==> config.mk <==
export PLATFORM = sky130hd
export DESIGN_NAME = srpc_core
export DESIGN_NICKNAME = d
export VERILOG_FILES = /design/src/srpc_pkg.sv /design/src/srpc_core.sv
export SDC_FILE = /design/constraint.sdc
export NUM_CORES = 1
export LEC_CHECK = 0
export ABC_AREA = 1
export BUFFER_PORTS_ARGS = -buffer_cell sky130_fd_sc_hd__buf_2
export CAP_MARGIN = 25
export CORE_MARGIN = 4
export CORE_UTILIZATION = 46
export CTS_BUF_LIST = sky130_fd_sc_hd__clkbuf_8 sky130_fd_sc_hd__clkbuf_16
export CTS_CLUSTER_DIAMETER = 60
export DETAILED_ROUTE_END_ITERATION = 10
export PLACE_DENSITY = 0.71
export RECOVER_POWER = 100
export SETUP_SLACK_MARGIN = 0.5
export SLEW_MARGIN = 20
export SYNTH_ARGS = -nofsm -noshare
export SYNTH_HDL_FRONTEND = slang
export SYNTH_SLANG_ARGS = --single-unit
export TNS_END_PERCENT = 5
==> constraint.sdc <==
create_clock -name i_clk -period 7.7 [get_ports i_clk]
set_input_delay 0.385 -clock i_clk [delete_from_list [all_inputs] [get_ports i_clk]]
set_output_delay 0.385 -clock i_clk [all_outputs]
set_load 0.01 [all_outputs]
==> src/srpc_pkg.sv <==
// Shared types, character constants and rule-checker functions for the path checker.
`timescale 1ns / 1ps

package srpc_pkg;

    localparam logic [7:0] CHR_NUL    = 8'h00;
    localparam logic [7:0] CHR_PCT    = 8'h25;
    localparam logic [7:0] CHR_PLUS   = 8'h2B;
    localparam logic [7:0] CHR_MINUS  = 8'h2D;
    localparam logic [7:0] CHR_DOT    = 8'h2E;
    localparam logic [7:0] CHR_SLASH  = 8'h2F;
    localparam logic [7:0] CHR_COLON  = 8'h3A;
    localparam logic [7:0] CHR_BSLASH = 8'h5C;

    typedef enum logic [3:0] {
        RSN_NONE     = 4'd0,
        RSN_EMPTY    = 4'd1,
        RSN_ABSOLUTE = 4'd2,
        RSN_DRIVE    = 4'd3,
        RSN_SCHEME   = 4'd4,
        RSN_NUL      = 4'd5,
        RSN_BSLASH   = 4'd6,
        RSN_DOT      = 4'd7,
        RSN_DOTDOT   = 4'd8
    } t_reason;

    typedef enum logic [1:0] {
        SCH_NONE  = 2'd0,
        SCH_CAND  = 2'd1,
        SCH_FOUND = 2'd2
    } t_scheme;

    typedef enum logic [1:0] {
        NB_NONE = 2'd0,
        NB_NUL  = 2'd1,
        NB_BSL  = 2'd2
    } t_nb;

    typedef enum logic [1:0] {
        SEG_EMPTY  = 2'd0,
        SEG_DOT    = 2'd1,
        SEG_DOTDOT = 2'd2,
        SEG_OTHER  = 2'd3
    } t_seg;

    typedef enum logic [1:0] {
        DOT_NONE = 2'd0,
        DOT_ONE  = 2'd1,
        DOT_TWO  = 2'd2
    } t_dot;

    // Flag state of one rule checker.
    typedef struct packed {
        logic [1:0] cnt;
        logic       absol;
        logic       drive;
        t_scheme    scheme;
        t_nb        nb;
        t_seg       seg;
        t_dot       dot;
    } t_chk;

    localparam t_chk CHK_CLEAR = '{cnt: 2'd0, absol: 1'b0, drive: 1'b0, scheme: SCH_NONE,
                                   nb: NB_NONE, seg: SEG_EMPTY, dot: DOT_NONE};

    typedef struct packed {
        logic [7:0] path_byte;
        logic       is_last;
        logic       path_empty;
    } t_in_word;

    typedef struct packed {
        logic       path_safe;
        logic [3:0] fail_reason;
        logic       failed_decoded;
    } t_out_word;

    function automatic logic is_alpha(input logic [7:0] b);
        return b inside {[8'h41:8'h5A], [8'h61:8'h7A]};
    endfunction

    function automatic logic is_scheme_char(input logic [7:0] b);
        return is_alpha(b) || (b inside {[8'h30:8'h39], CHR_PLUS, CHR_MINUS, CHR_DOT});
    endfunction

    // Bit 4 is the valid flag, bits 3:0 the digit value.
    function automatic logic [4:0] hex_val(input logic [7:0] b);
        logic [4:0] v;
        v = 5'd0;
        if (b inside {[8'h30:8'h39]}) begin
            v = {1'b1, b[3:0]};
        end else if (b inside {[8'h41:8'h46], [8'h61:8'h66]}) begin
            v = {1'b1, b[3:0] + 4'd9};
        end
        return v;
    endfunction

    // A segment that ends as exactly "." or ".." is recorded once, first one wins.
    function automatic t_chk seg_close(input t_chk c);
        t_chk r;
        r = c;
        if (c.dot == DOT_NONE) begin
            if (c.seg == SEG_DOT) begin
                r.dot = DOT_ONE;
            end else if (c.seg == SEG_DOTDOT) begin
                r.dot = DOT_TWO;
            end
        end
        return r;
    endfunction

    function automatic t_chk chk_feed(input t_chk c, input logic [7:0] b);
        t_chk r;
        r = c;
        if (c.cnt == 2'd0) begin
            r.absol  = (b == CHR_SLASH);
            r.scheme = is_alpha(b) ? SCH_CAND : SCH_NONE;
        end else begin
            if (c.cnt == 2'd1 && c.scheme == SCH_CAND && b == CHR_COLON) begin
                r.drive = 1'b1;
            end
            if (c.scheme == SCH_CAND) begin
                if (b == CHR_COLON) begin
                    r.scheme = SCH_FOUND;
                end else if (!is_scheme_char(b)) begin
                    r.scheme = SCH_NONE;
                end
            end
        end
        if (c.nb == NB_NONE) begin
            if (b == CHR_NUL) begin
                r.nb = NB_NUL;
            end else if (b == CHR_BSLASH) begin
                r.nb = NB_BSL;
            end
        end
        if (b == CHR_SLASH) begin
            r.dot = seg_close(c).dot;
            r.seg = SEG_EMPTY;
        end else if (b == CHR_DOT) begin
            case (c.seg)
                SEG_EMPTY: r.seg = SEG_DOT;
                SEG_DOT:   r.seg = SEG_DOTDOT;
                default:   r.seg = SEG_OTHER;
            endcase
        end else begin
            r.seg = SEG_OTHER;
        end
        if (c.cnt != 2'd2) begin
            r.cnt = c.cnt + 2'd1;
        end
        return r;
    endfunction

    function automatic t_reason chk_result(input t_chk c);
        t_chk    f;
        t_reason r;
        f = seg_close(c);
        if (f.cnt == 2'd0) begin
            r = RSN_EMPTY;
        end else if (f.absol) begin
            r = RSN_ABSOLUTE;
        end else if (f.drive) begin
            r = RSN_DRIVE;
        end else if (f.scheme == SCH_FOUND) begin
            r = RSN_SCHEME;
        end else if (f.nb == NB_NUL) begin
            r = RSN_NUL;
        end else if (f.nb == NB_BSL) begin
            r = RSN_BSLASH;
        end else if (f.dot == DOT_ONE) begin
            r = RSN_DOT;
        end else if (f.dot == DOT_TWO) begin
            r = RSN_DOTDOT;
        end else begin
            r = RSN_NONE;
        end
        return r;
    endfunction

endpackage

==> src/srpc_core.sv <==
// Per-path state: raw checker, decode window and decoded checker, plus the verdict logic.
`timescale 1ns / 1ps

module srpc_core
    import srpc_pkg::*;
(
    input  logic      i_clk,
    input  logic      i_rst_n,
    input  logic      i_fire,
    input  t_in_word  i_data,
    output logic      o_has_result,
    output t_out_word o_result
);

    t_chk       r_raw;
    t_chk       r_dec;
    logic [7:0] r_w0;
    logic [7:0] r_w1;
    logic [1:0] r_wn;
    logic       r_seen;

    t_chk       n_raw;
    t_chk       n_dec;
    logic [7:0] n_w0;
    logic [7:0] n_w1;
    logic [1:0] n_wn;
    logic       n_seen;

    t_chk       dec_a;
    t_chk       dec_b;
    t_chk       dec_c;
    logic [4:0] hex_hi;
    logic [4:0] hex_lo;
    t_reason    rsn_raw;
    t_reason    rsn_dec;
    logic [7:0] b;

    assign b            = i_data.path_byte;
    assign o_has_result = i_data.path_empty || i_data.is_last;

    always_comb begin
        hex_hi = hex_val(r_w1);
        hex_lo = hex_val(b);
        n_raw  = chk_feed(r_raw, b);
        dec_a  = r_dec;
        n_w0   = r_w0;
        n_w1   = r_w1;
        n_wn   = r_wn;
        n_seen = r_seen;

        // Two-byte lookahead: a full window plus the new byte either forms an
        // escape, which is emitted as one byte, or the oldest byte leaves as is.
        case (r_wn)
            2'd2: begin
                if (r_w0 == CHR_PCT && hex_hi[4] && hex_lo[4]) begin
                    dec_a  = chk_feed(r_dec, {hex_hi[3:0], hex_lo[3:0]});
                    n_seen = 1'b1;
                    n_wn   = 2'd0;
                end else begin
                    dec_a = chk_feed(r_dec, r_w0);
                    n_w0  = r_w1;
                    n_w1  = b;
                end
            end
            2'd1: begin
                n_w1 = b;
                n_wn = 2'd2;
            end
            default: begin
                n_w0 = b;
                n_wn = 2'd1;
            end
        endcase
        n_dec = dec_a;

        // At the end of the path the pending bytes are flushed undecoded.
        dec_b   = (n_wn != 2'd0) ? chk_feed(dec_a, n_w0) : dec_a;
        dec_c   = (n_wn == 2'd2) ? chk_feed(dec_b, n_w1) : dec_b;
        rsn_raw = chk_result(n_raw);
        rsn_dec = chk_result(dec_c);

        if (i_data.path_empty) begin
            o_result.path_safe      = 1'b0;
            o_result.fail_reason    = RSN_EMPTY;
            o_result.failed_decoded = 1'b0;
        end else if (rsn_raw == RSN_NONE && n_seen && rsn_dec != RSN_NONE) begin
            o_result.path_safe      = 1'b0;
            o_result.fail_reason    = rsn_dec;
            o_result.failed_decoded = 1'b1;
        end else begin
            o_result.path_safe      = (rsn_raw == RSN_NONE);
            o_result.fail_reason    = rsn_raw;
            o_result.failed_decoded = 1'b0;
        end
    end

    always_ff @(posedge i_clk) begin
        if (!i_rst_n) begin
            r_raw  <= CHK_CLEAR;
            r_dec  <= CHK_CLEAR;
            r_wn   <= 2'd0;
            r_seen <= 1'b0;
        end else if (i_fire) begin
            if (o_has_result) begin
                r_raw  <= CHK_CLEAR;
                r_dec  <= CHK_CLEAR;
                r_wn   <= 2'd0;
                r_seen <= 1'b0;
            end else begin
                r_raw  <= n_raw;
                r_dec  <= n_dec;
                r_wn   <= n_wn;
                r_seen <= n_seen;
            end
        end
    end

    always_ff @(posedge i_clk) begin
        if (i_fire) begin
            r_w0 <= n_w0;
            r_w1 <= n_w1;
        end
    end

endmodule

# After elaboration in Yosys (flattened, before gate mapping)
# Cells that the tools add are included.
# word_totals
regBits,43
in_bits,13
# classes
addsub,6
n_lt_le_gt_ge,38
eq_ne,68
muxes,134
reduce_logical,79
# ops
operator,count
"8-bit by 6-bit equality test with 1-bit output, second input constant",26
2-bit 2-to-1 mux,74
"8-bit by 7-bit less-or-equal comparator with 1-bit output, second input constant",14
"8-bit by 7-bit greater-or-equal comparator with 1-bit output, second input constant",12
4-bit 2-to-1 mux,16
12-bit 2-to-1 mux,5
"8-bit by 6-bit greater-or-equal comparator with 1-bit output, second input constant",6
"8-bit by 6-bit less-or-equal comparator with 1-bit output, second input constant",6
"8-bit by 7-bit equality test with 1-bit output, second input constant",5
2-bit logical NOT,20
8-bit logical NOT,5
"2-bit by 1-bit equality test with 1-bit output, second input constant",19
1-bit logical AND,33
8-bit case mux with 2 select lines,2
"2-bit equality test, second input constant",14
4-bit nonzero test,6
1-bit 2-to-1 mux,23
5-bit 2-to-1 mux,4
2-bit case mux with 2 select lines,5
8-bit 2-to-1 mux,2
2-bit nonzero test,8
6-bit 2-to-1 mux,2
10-bit 2-to-1 mux,1
"2-bit by 1-bit adder with 2-bit output, second input constant",4
other kinds (4),13

# Logic depth before layout (Yosys ltp)
# Gate-level depths: netlist of the first run.
# logic_depth
word_depth,44
depth_mapped,35
mapped_depth_nobuf,35

# Worst setup path after synthesis of the first run
# Ideal clock, no wire load.
# synth_timing
path_type,register to output
from,register r_w1[1]
to,output o_result[2] (netlist name)
t_arrival_ns,3.782
setup_slack_ns,3.533
path_stages_with_launch,34
path_buffers,1
cell_sequence,edfxtp_1 > inv_1 > ha_1 > nand2_1 > nand3_1 > nand2_2 > nand2_1 > inv_1 > nor2_4 > nand2_4 > buf_6 > nand3_1 > nand2_1 > nor2_4 > nand2_1 > o21ai_0 > inv_1 > ha_1 > nor2_1 > nand3_1 > nor4_1 > nand2_1 > nand3b_1 > nand3_1 > nor2_1 > nand2_1 > nor2_1 > inv_1 > nand2_1 > nor2_1 > nand2_1 > nand3_1 > nand2_1 > nor2_1
# synth_lines
item,line_no,text
from (decl),srpc_core.sv:18,logic [7:0] r_w1;
from (signal assigned),srpc_core.sv:121,r_w1 <= n_w1;
to (decl),srpc_core.sv:12,output t_out_word o_result

==> results of run 1 <==
[worst min-delay path, delay by kind of cell (launching register included)]
family | cells | cell delay [ps]
compound gates | 1 | 60
flops | 1 | 330
simple gates | 1 | 60
[metrics by stage]
step                      setup WS [ps]  std cells  power, uW  util [%]
after floorplan                    3530        811        363         -
after detailed placement           2630        952        402      48.9
after global routing               1090        960        580      48.8
after global placement             2640        951        401      48.8
after CTS                          2480        960        555      49.8
final                              1760        960        552      48.8
[cells in the mapped netlist (all sizes together), types with 2 or more instances]
| library cell | number |
|---|---|
| nand4 | 17 |
| nor3b | 2 |
| nand2 | 249 |
| a31oi | 2 |
| a21oi | 68 |
| nand3b | 6 |
| nor2 | 96 |
| o21ai | 24 |
| a211oi | 3 |
| edfxtp | 16 |
| clkbuf | 9 |
| a21boi | 4 |
| inv | 121 |
| nand3 | 82 |
| nor3 | 27 |
| o31ai | 2 |
| ha | 21 |
| buf | 8 |
| o221ai | 2 |
| o211ai | 6 |
| dfxtp | 27 |
| a22oi | 3 |
| o21bai | 2 |
| a22o | 2 |
[cell families after synthesis]
group / Yosys count
simple gates: 483
flops: 43
compound gates: 124
xor+xnor: 1
fa+ha+maj: 21
buf+inv: 139
[flip-flops by register name (all words and copies together) (netlist names)]
| register | count |
|---|---|
| r_wn | 2 |
| r_w0 | 8 |
| r_seen | 1 |
| r_w1 | 8 |
| r_raw | 12 |
| r_dec | 12 |
[path summary, 6_finish.rpt]
kind / end / cells past startpoint / from / slack [ps]
worst max-delay path: o_result[4] / 31 / r_w1[0] / 1760
worst min-delay path: r_raw[9] / 2 / r_raw[9] / 480
worst max register to register: r_dec[2] / 15 / r_w1[1] / 4240
worst min register to register: r_raw[9] / 2 / r_raw[9] / 480
[final cells by class]
type,count,area [sq um]
fillers,1126,5260
clock buffers,5,68.8
clock inverters,3,22.5
repair buffers,22,104
well taps,136,170
multi-input cells,629,3170
inverters,122,458
flip-flops and latches,43,1020
[per-layer routing]
metal  GRT usage (%)  share of wire [%]  vias up
met1            32.0                 46     2395
met2            37.7                 45      160
met4            7.48                2.3        0
met3            3.20                5.8       22
li1                -                  -     2676
met5               0                  0        -
[power by group through the flow]
| stage | clock [uW] | sequential (uW) | combinational (uW) |
|---|---|---|---|
| floorplan | 0 | 256 | 106 |
| global placement | 0 | 259 | 143 |
| detailed placement | 0 | 259 | 143 |
| CTS | 158 | 253 | 144 |
| global route | 167 | 255 | 158 |
| finish | 158 | 254 | 140 |
==> impl_metrics.tcl, run 1 <==
set metrics [dict create \
    synthAdderAreaFrac_pct 5.45 \
    synth_top_area_share_pct 18.2 \
    cts_buffers 5 \
    coreArea_sq_um 10300 \
    clk_pin_slew_ps 110 \
    synth_compound_area_share_pct 16.1 \
    final_nets 857 \
    layout_common_cells "nand2_1, inv_1, nor2_1" \
    synth_edf_count 16 \
    remaining_drc_errors 0 \
    finalCritPeriodShare_pct 77.2 \
    cts_tree "built" \
    synth_xor_area_share_pct 0.182 \
    num_rows 37 \
    whs_ps 475 \
    cp_num_buf_inv 5 \
    initial_core_util_pct 46.9 \
    p_sw_share_pct 36.5 \
    relSlewSlack_pct 20.8 \
    dpl-instance-area_sq_um 5030 \
    drtAntennaViolNets 0 \
    clkLatencyLatePin_ps 310 \
    net-switching-power_uw 201 \
    synth_top_family_by_area "simple AND/OR/NAND/NOR gates" \
    vias_per_cell 5.47 \
    layout_min_cycle_time_ps 5940 \
    outcome "finished, final reports clean" \
    avgSynthCellArea_sq_um 5.94 \
    powerDensity_nw_per_um2 110 \
    routed_wl_mm 13.7 \
    hold_buffers 0 \
    synth_cell_type_count 53 \
    synthCells 811 \
    power.share.clock_pct 28.6 \
    grt_max_degree 29 \
    drt-initial-drc-count 402 \
    fmax_mhz 168 \
    ir_drop_mv 0.0822 \
    cap_violations 0 \
    drive_gt1_share_pct 9.34 \
    syn_nets 845 \
    cp_data_arrival_time_ps 5560 \
    die-area_sq_um 12200 \
    gp_routability_congestion 0.969 \
    synth_top_area_cell "nand2_1" \
    crit_fanout 18 \
    final-hold-violation-count 0 \
    rsz0062_at_grt "no" \
    slew_viol_final 0 \
    cts_sinks 43 \
    final_common_cell "nand2_1" \
    clockBufferDepth 2 \
    grt_overflow 0 \
    worst_setup_path_start_kind "flip-flop" \
    yosys.area_share.simple_pct 45.8 \
    io_pins 20 \
    fin_tns_setup_ps 0 \
    drtPass1Iterations 5 \
    synth_area_leaders "nand2_1, dfxtp_1, edfxtp_1" \
    worstMarginPinSlew_ps 1190 \
    grt_pass1_vias 4718 \
    root_buffer "clkbuf_8" \
    port_buffers 19 \
    crit_path_end_kind "output pin" \
    syn-cell-area_sq_um 4820 \
    fin_skew_ps 20.2 \
    vias 5253 \
    p_seq_share_pct 46.0 \
    ys_seq_area_share_pct 21.2 \
    cpMaxStageDelayCell "nor4_1" \
    grt.total_usage_pct 23.3 \
    die_y_um 110 \
    fp.dieW_um 110 \
    final_cell_area_sq_um 5010 \
    n_antenna_cell 0 \
    cp_top_family "simple AND/OR/NAND/NOR gates" \
    ctsResizeCount 0 \
    h-tree-depth 2 \
    max_stage_delay_ps 610 \
    cp.required_ps 7320 \
    synthArstFlopShare_pct 0 \
    hold_class "flip-flop to flip-flop" \
    ys_ff_latch 43 \
    yosys_warnings 0 \
    p_leak_uw 0.00231 \
    crit_top_cell "nand2_1" \
    critPathKind "flip-flop to output pin" \
    synthMuxAreaShare_pct 0 \
    antenna_found_initial 0 \
    syn_to_final_growth_pct 4.10 \
    p_int_uw 351 \
    synth_ff_type "dfxtp_1" \
    dpl.hpwl_mm 10.6 \
    grt_pass1_wl_mm 22.6 \
    setup_violations 0 \
    cts_setup_buffers 0 \
    wl_per_cell_um 14.3 \
    p_comb_share_pct 25.3 \
]
No activity file was read; power rests on OpenSTA's default activity.
==> inputs of run 2 (changes only) <==
==> constraint.sdc (replaced) <==
create_clock -name i_clk -period 5.7 [get_ports i_clk]
set_input_delay 0.285 -clock i_clk [delete_from_list [all_inputs] [get_ports i_clk]]
set_output_delay 0.285 -clock i_clk [all_outputs]
set_load 0.01 [all_outputs]
==> run 2 against run 1 <==
Effect of this change:
- the run now ends with max-capacitance violations, max-slew violations left
- via count grew 1.3%
- sequential power grew 35%
- sequential share of layout area shrank 0.51 points
- total power grew 38%
- setup slack lost 1100 ps
- first-iteration DRC count grew 4.0%
- highest routed layer unchanged
==> impl_metrics.tcl, run 2 (same netlist as run 1, synthesis figures left out) <==
set metrics [dict create \
    grt_max_degree 29 \
    cap_violations 1 \
    cts_buffers 5 \
    wl_per_cell_um 14.5 \
    root_buffer "clkbuf_8" \
    net-switching-power_uw 285 \
    dp.cells 951 \
    worst_setup_path_start_kind "flip-flop" \
    clockBufferDepth 2 \
    fin_tns_setup_ps 0 \
    coreArea_sq_um 10300 \
    p_seq_share_pct 44.9 \
    routed_wl_mm 14.0 \
    whs_ps 474 \
    power.share.clock_pct 29.1 \
    initial_core_util_pct 46.9 \
    drive_gt1_share_pct 12.0 \
    die_y_um 110 \
    outcome "complete, but fails checks" \
    final_util_pct 50.0 \
    grt.total_usage_pct 23.6 \
    violations "max-capacitance violations, max-slew violations" \
    p_leak_uw 0.00238 \
    vias_per_cell 5.50 \
    remaining_drc_errors 0 \
    setup_violations 0 \
    layout_min_cycle_time_ps 5020 \
    crit_top_cell "nand2_1" \
    cp_data_arrival_time_ps 4740 \
    hold_class "flip-flop to flip-flop" \
    layout_common_cells "nand2_1, inv_1, nor2_1" \
    clkLatencyLatePin_ps 320 \
    final-hold-violation-count 0 \
    cts_sinks 43 \
    final_common_cell "nand2_1" \
    antenna_found_initial 0 \
    slew_viol_final 28 \
    fmax_mhz 199 \
    instances_no_fill 968 \
    crit_path_end_kind "output pin" \
    clk_pin_slew_ps 100 \
    p_int_uw 478 \
    cpMaxStageDelayCell "a21oi_1" \
    grt_overflow 0 \
    port_buffers 19 \
    dpl.hpwl_mm 10.8 \
    critPathKind "flip-flop to output pin" \
    fin_skew_ps 16.5 \
    relSlewSlack_pct -18.0 \
    drtAntennaViolNets 0 \
    die-area_sq_um 12200 \
    drt-initial-drc-count 418 \
    io_pins 20 \
    final_nets 865 \
    finalCritPeriodShare_pct 88.1 \
    syn_to_final_growth_pct 6.78 \
    crit_fanout 18 \
    n_antenna_cell 0 \
    rsz0062_at_grt "no" \
    powerDensity_nw_per_um2 148 \
    drtPass1Iterations 5 \
    vias 5320 \
    p_total_uw 764 \
    grt_pass1_wl_mm 22.8 \
    reg.largest.list "r_dec: 12 flops, r_raw: 12 flops" \
    p_comb_share_pct 26.1 \
    worstMarginPinSlew_ps 1760 \
    cts_tree "built" \
    num_rows 37 \
    h-tree-depth 2 \
    cp.required_ps 5410 \
    p_sw_share_pct 37.3 \
    max_stage_delay_ps 570 \
    ir_drop_mv 0.0826 \
    gp_routability_congestion 0.967 \
    fp.dieW_um 110 \
    grt_pass1_vias 4620 \
]
==> run 2: area by class of cell <==
cell class                 count  area (sq um)
fill                        1125          5130
multi-input combinational    629          3230
sequential                    43          1020
inverter                     122           458
timing repair buffer          30           175
tap                          136           170
clock buffer                   5          68.8
clock inverter                 3          21.3
==> run 2: stage by stage <==
step / cell area [sq um] / setup WS [ps]
floorplan: 4820 / 1630
global placement: 5010 / 886
detailed placement: 5010 / 820
CTS: 5100 / 538
global route: 5140 / 268
finish: 5140 / 676
==> run 2: path summary, 6_finish.rpt <==
check	startpoint	end	slack, ps	cells past startpoint
setup / recovery	r_w1[0]	o_result[2]	680	34
hold / removal	r_raw[7]	r_raw[7]	470	2
setup reg to reg	r_w1[0]	r_dec[6]	2900	19
hold reg to reg	r_raw[7]	r_raw[7]	470	2
==> run 2: power by group through the flow <==
stage	combinational [uW]	sequential [uW]	clock, uW
finish	199	343	222
global route	223	344	235
CTS	194	343	223
detailed placement	193	350	0
global placement	194	350	0
floorplan	144	346	0
==> run 2: what timing repair did <==
item                                    in CTS  in global routing
setup buffers                                0                  9
endpoints found under the setup margin       0                  6
gates resized for setup                      0                  7
hold buffers                                 0                  0
==> run 2: worst max-delay path, delay by kind of cell (launching register included) <==
| family | cells | cell delay, ps |
|---|---|---|
| DFF | 1 | 440 |
| AOI/OAI and AO/OA | 2 | 690 |
| adders and majority gates | 1 | 190 |
| and+or+nand+nor | 27 | 2570 |
| buffers and inverters | 4 | 530 |
==> run 2: layer usage <==
metal / share of wire, % / GRT usage [%] / vias to the layer above
li1: - / - / 2690
met1: 46 / 33.7 / 2429
met2: 47 / 38.3 / 181
met3: 5.4 / 2.50 / 20
met4: 1.8 / 5.80 / 0
met5: 0 / 0 / -
